### src/hdl/swptm_pkg.sv
// Shared types and constants of the sliding-window phase time monitor.
// Used by every module of the block but swptm_ram; depends on nothing.
`timescale 1ns / 1ps
package swptm_pkg;

  localparam int unsigned NPHASE   = 6;
  localparam int unsigned PHASE_W  = 3;
  localparam int unsigned TIME_W   = 31;
  localparam int unsigned CUR_W    = 36;
  localparam int unsigned NUM_CFG  = 4;
  localparam int unsigned ADDR_W   = 4;
  localparam logic [TIME_W-1:0] MAX31 = '1;

  // Register indexes of the configuration port
  localparam logic [1:0] REG_LEN_A = 2'd0;
  localparam logic [1:0] REG_LEN_B = 2'd1;
  localparam logic [1:0] REG_LEN_C = 2'd2;
  localparam logic [1:0] REG_LEN_D = 2'd3;

  localparam logic [TIME_W-1:0] LEN_A_RST = 31'd10;
  localparam logic [TIME_W-1:0] LEN_B_RST = 31'd50;
  localparam logic [TIME_W-1:0] LEN_C_RST = 31'd100;
  localparam logic [TIME_W-1:0] LEN_D_RST = 31'd1000;

  typedef struct packed {
    logic [PHASE_W-1:0] phase;
    logic [TIME_W-1:0]  dur_real;
    logic [TIME_W-1:0]  dur_cpu;
  } cmd_t;

  typedef struct packed {
    logic [2:0]         window_index;
    logic [PHASE_W-1:0] phase_index;
    logic [TIME_W-1:0]  cur_real;
    logic [TIME_W-1:0]  lo_real;
    logic [TIME_W-1:0]  hi_real;
    logic [TIME_W-1:0]  cur_cpu;
    logic [TIME_W-1:0]  min_cpu;
    logic [TIME_W-1:0]  max_cpu;
    logic               window_full;
    logic               log_overflow;
    logic               last_row;
  } result_t;

  // Classified item handed from the front to the back
  typedef struct packed {
    cmd_t cmd;
    logic known;
  } queue_item_t;

  typedef struct packed {
    logic [PHASE_W-1:0] phase;
    logic [TIME_W-1:0]  t_real;
    logic [TIME_W-1:0]  t_cpu;
  } log_entry_t;

  // Queue-to-back handshake
  typedef struct packed {
    logic        valid;
    queue_item_t item;
  } queue_out_t;

  typedef enum logic [6:0] {
    ST_IDLE   = 7'b0000001,
    ST_APPEND = 7'b0000010,
    ST_INIT   = 7'b0000100,
    ST_READ   = 7'b0001000,
    ST_EVAL   = 7'b0010000,
    ST_UPDATE = 7'b0100000,
    ST_EMIT   = 7'b1000000
  } back_state_e;

  function automatic logic [TIME_W-1:0] clamp31(input logic signed [CUR_W-1:0] v);
    logic [TIME_W-1:0] r;
    if (v < 0) r = '0;
    else if (v > $signed({5'b0, MAX31})) r = MAX31;
    else r = v[TIME_W-1:0];
    return r;
  endfunction

endpackage

### src/hdl/swptm_front.sv
// Front end: accepts items, classifies the phase code, queues them for the back.
// Depends on swptm_pkg.
`timescale 1ns / 1ps
module swptm_front (
  input  logic                 clk_i,
  input  logic                 rst_ni,
  input  logic                 start_i,
  input  swptm_pkg::cmd_t      cmd_i,
  input  logic                 back_busy_i,
  input  logic                 pop_i,
  output swptm_pkg::queue_out_t q_o,
  output logic                 busy_o
);
  import swptm_pkg::*;

  queue_item_t slot_q [2];
  logic        wr_ptr_q, wr_ptr_d, rd_ptr_q, rd_ptr_d;
  logic [1:0]  count_q, count_d;
  logic        push;

  assign busy_o = (count_q != 2'd0) || back_busy_i;
  assign push   = start_i && !busy_o;

  // Advance pointers and count
  always_comb begin
    wr_ptr_d = wr_ptr_q;
    rd_ptr_d = rd_ptr_q;
    count_d  = count_q;
    if (push) begin
      wr_ptr_d = ~wr_ptr_q;
    end
    if (pop_i) begin
      rd_ptr_d = ~rd_ptr_q;
    end
    if (push && !pop_i) begin
      count_d = count_q + 2'd1;
    end else if (!push && pop_i) begin
      count_d = count_q - 2'd1;
    end
  end

  always_ff @(posedge clk_i or negedge rst_ni) begin
    if (!rst_ni) begin
      wr_ptr_q <= 1'b0;
      rd_ptr_q <= 1'b0;
      count_q  <= 2'd0;
    end else begin
      wr_ptr_q <= wr_ptr_d;
      rd_ptr_q <= rd_ptr_d;
      count_q  <= count_d;
    end
  end

  // Store the item with its class: a code past the last phase is ignored
  always_ff @(posedge clk_i) begin
    if (push) begin
      slot_q[wr_ptr_q].cmd   <= cmd_i;
      slot_q[wr_ptr_q].known <= (cmd_i.phase < PHASE_W'(NPHASE));
    end
  end

  assign q_o.valid = (count_q != 2'd0);
  assign q_o.item  = slot_q[rd_ptr_q];

endmodule

### config.mk
export PLATFORM = sky130hd
export DESIGN_NAME = swptm_front
export DESIGN_NICKNAME = d
export VERILOG_FILES = /design/src/hdl/swptm_pkg.sv /design/src/hdl/swptm_front.sv
export SDC_FILE = /design/constraint.sdc
export NUM_CORES = 1
export LEC_CHECK = 0
export BUFFER_PORTS_ARGS = -buffer_cell sky130_fd_sc_hd__buf_2
export CELL_PAD_IN_SITES_DETAIL_PLACEMENT = 1
export CELL_PAD_IN_SITES_GLOBAL_PLACEMENT = 1
export CORE_AREA = 2 2 104 132
export CTS_CLUSTER_DIAMETER = 30
export DETAILED_ROUTE_END_ITERATION = 8
export DIE_AREA = 0 0 106 134
export PLACE_DENSITY = 0.8
export RECOVER_POWER = 100
export SKIP_LAST_GASP = 1
export SYNTH_ARGS = -nofsm -noshare
export SYNTH_HDL_FRONTEND = slang
export SYNTH_SLANG_ARGS = --single-unit
### constraint.sdc
create_clock -name clk_i -period 4.7 [get_ports clk_i]
set_clock_uncertainty 0.15 [all_clocks]
set_input_delay 0.47 -clock clk_i [delete_from_list [all_inputs] [get_ports clk_i]]
set_output_delay 0.47 -clock clk_i [all_outputs]
set_load 0.02 [all_outputs]
==> run metrics <==
area of the core 0.0130 sq mm; Buf+Inv Stages, Crit Path 1; Post-Synth Adder-Cell Area 0.252%; H-tree Lvls 4; Yosys warning count 0; Max FO, Critical Path 34; Cell Area, Synth 0.00496 sq mm; combinational family with the most area after synthesis multiplexers; CP arrival 3480 ps; Primary FF master, synth edfxtp_1; Worst setup EP type flip-flop; r2r setup slk 1160 ps; Setup TNS 0 ps; Routability Congestion 0.711; final core occ 48.7%; synthesized flop and latch total 136; RSZ-0062 raised after global routing no; fin cells 559; sequential-to-total area share from yosys stat 81.9%; Finish-stage setup viols 0; Slew Limit Headroom -25.5%; critical path's slowest cell nor2b_2; Max Root-Sink Buffers 2; Cells after Synth 223; Slew Limit Fails 100; DR DRC count 0; Post-Place Setup Slack 1940 ps; ranking of synthesized cells by instance count edfxtp_1 (132), mux2_2 (66), buf_2 (4), dfrtp_1 (4), xor2_1 (4); vias per cell 4.58; XOR/XNOR Fraction of Synth Area 0.882%; clock sinks 136; Die ar. 0.0142 sq mm; final setup margin 1160 ps; Tcrit/Tclk final 75.4%; Power Total 3740 uW; leak pwr 0.00211 uW; HPWL Detailed 6430 microns; Critical Path Max Stage Delay 1520 ps; first-pass GRT wire length 15,500 microns; cts bufs inserted 17; Largest delay share family, worst path simple AND/OR/NAND/NOR gates; count leader, synth edfxtp_1; share of cells above drive strength 1 34.0%; Tot GR Track Use 14.7%; crit path cell chain or2_2 -> nor3b_1 -> nor2b_2 -> buf_12; Compound-Gate Fraction of Synth Area 0%; post-synthesis area per instance 22.3 sq um; fillers 1,295; Clk pin slew, worst setup/hold paths 60 ps; power density over the cells 591 mW/mm^2; Synth cell types 16; final critical-path required period 3540 ps; Multi-input gate area 843 sq um; Sequential Area 0.00406 sq mm; CTS Root Cell clkbuf_16; initial drt markers 76; Post-Place Cells 526; Tightest Pin Transition 1870 ps; largest cells by area after synthesis edfxtp_1 (80%), mux2_2 (15%), dfrtp_1 (2.0%); Crit Path Category flip-flop to flip-flop; # IOs 138; max_cap viols 2; violated checks max-capacitance violations, max-slew violations; clock latency on the worst-skew pair 400 ps; post-synthesis simple-gate area fraction 1.08%; antenna violations before repair 0; nets@finish 446; routed wire length 9980 microns; Starting Density 38.2%; Resized Gates After CTS 0; upper clock frequency limit 282 MHz; Synth area leader edfxtp_1; vias in the first global route 2,972; CP Data Required Time 4640 ps; FP Rows 47; Post-synth EDFFs 132; WL/cell 17.9 microns; I/O Buffers 137; ys async rst share 2.94%; Die Span Y 134 microns; synth-to-layout area growth 27.5%; Hold Vio Cnt, Final 0; Antenna Cells 0; CP Launch Type flip-flop; largest net degree at the start of global routing 67; via count 2,561; CTS tree done; post-synthesis mux area share 15.0%; maximum vdd drop 0.248 mV; gr ovfl total 0; run status complete, but fails checks; die width 106 microns; first-pass detailed-route iteration total 4; Synth top area share 79.9%; Syn Nets 294; post-route ant nets 0; Hold Crit Class input pin to flip-flop
cell families after synthesis:
family | after synthesis
flip-flops | 136
multiplexers | 66
buffers and inverters | 8
AND/OR/NAND/NOR | 7
XOR/XNOR | 5
adder cells (fa/ha/maj) | 1
timing repair:
item / in CTS / in global routing
endpoints found under the hold margin: 4 / 0
setup endpoints to repair: 0 / 0
hold buffers: 1 / 0
buffers inserted: 0 / 0
power by group:
part / internal [uW] / switching [uW]
clock network: 882 / 489
logic: 335 / 507
registers: 1440 / 85.1
flip-flops by register name, summed over array words and instances, names as in the netlist:
register  count
wr_ptr_q      1
rd_ptr_q      1
count_q       2
slot_q      132
final cells by class:
class	instances	share of cell area (%)
repair buffers	140	9.41
flip-flops and latches	136	64.2
clock inverters	14	2.85
well taps	171	3.38
clock buffers	18	6.78
multi-input cells	79	13.3
inverters	1	0.0593
worst paths after layout:
check | from | endpoint | cells past startpoint
hold reg to reg | count_q[1] | count_q[1] | 1
setup reg to reg | count_q[0] | slot_q[0][34] | 4
hold / removal | cmd_i[44] | slot_q[1][45] | 1
min in group asynchronous | rst_ni | count_q[1] | 2
setup / recovery | count_q[0] | slot_q[0][34] | 4
max in group asynchronous | rst_ni | wr_ptr_q | 2
worst register-to-register path, stage by stage, from the launching register on:
cell and delay [ps]:
dfrtp_1 420, or2_2 320, nor3b_1 450, nor2b_2 1520, buf_12 340
per-layer routing:
metal  share of wire, %  wire length, microns  GRT usage (%)  up-vias
li1                   -                     -              -     1186
met1                 39                  3930           16.0     1272
met2                 53                  5330           26.2       87
met3                5.0                   501           4.81       16
met4                2.2                   222           6.29        0
met5                  0                     0              0        -
layout by cell type (no fill, tap or decap), types with 3 or more instances in the layout:
master,synthesis,final
buf_2,4,35
bufinv_16,0,4
clkbuf_1,0,103
clkbuf_16,0,17
clkinv_1,0,4
clkinvlp_4,0,3
dfrtp_1,4,4
edfxtp_1,132,132
mux2_2,66,65
xor2_1,4,4
through the flow:
step,instance area (sq um),hold slack [ps]
floorplan,4960,24.4
global placement,5860,130
detailed placement,5860,136
CTS,6480,82.0
global route,6330,83.1
finish,6330,102
(Power assumes the default switching activity.)
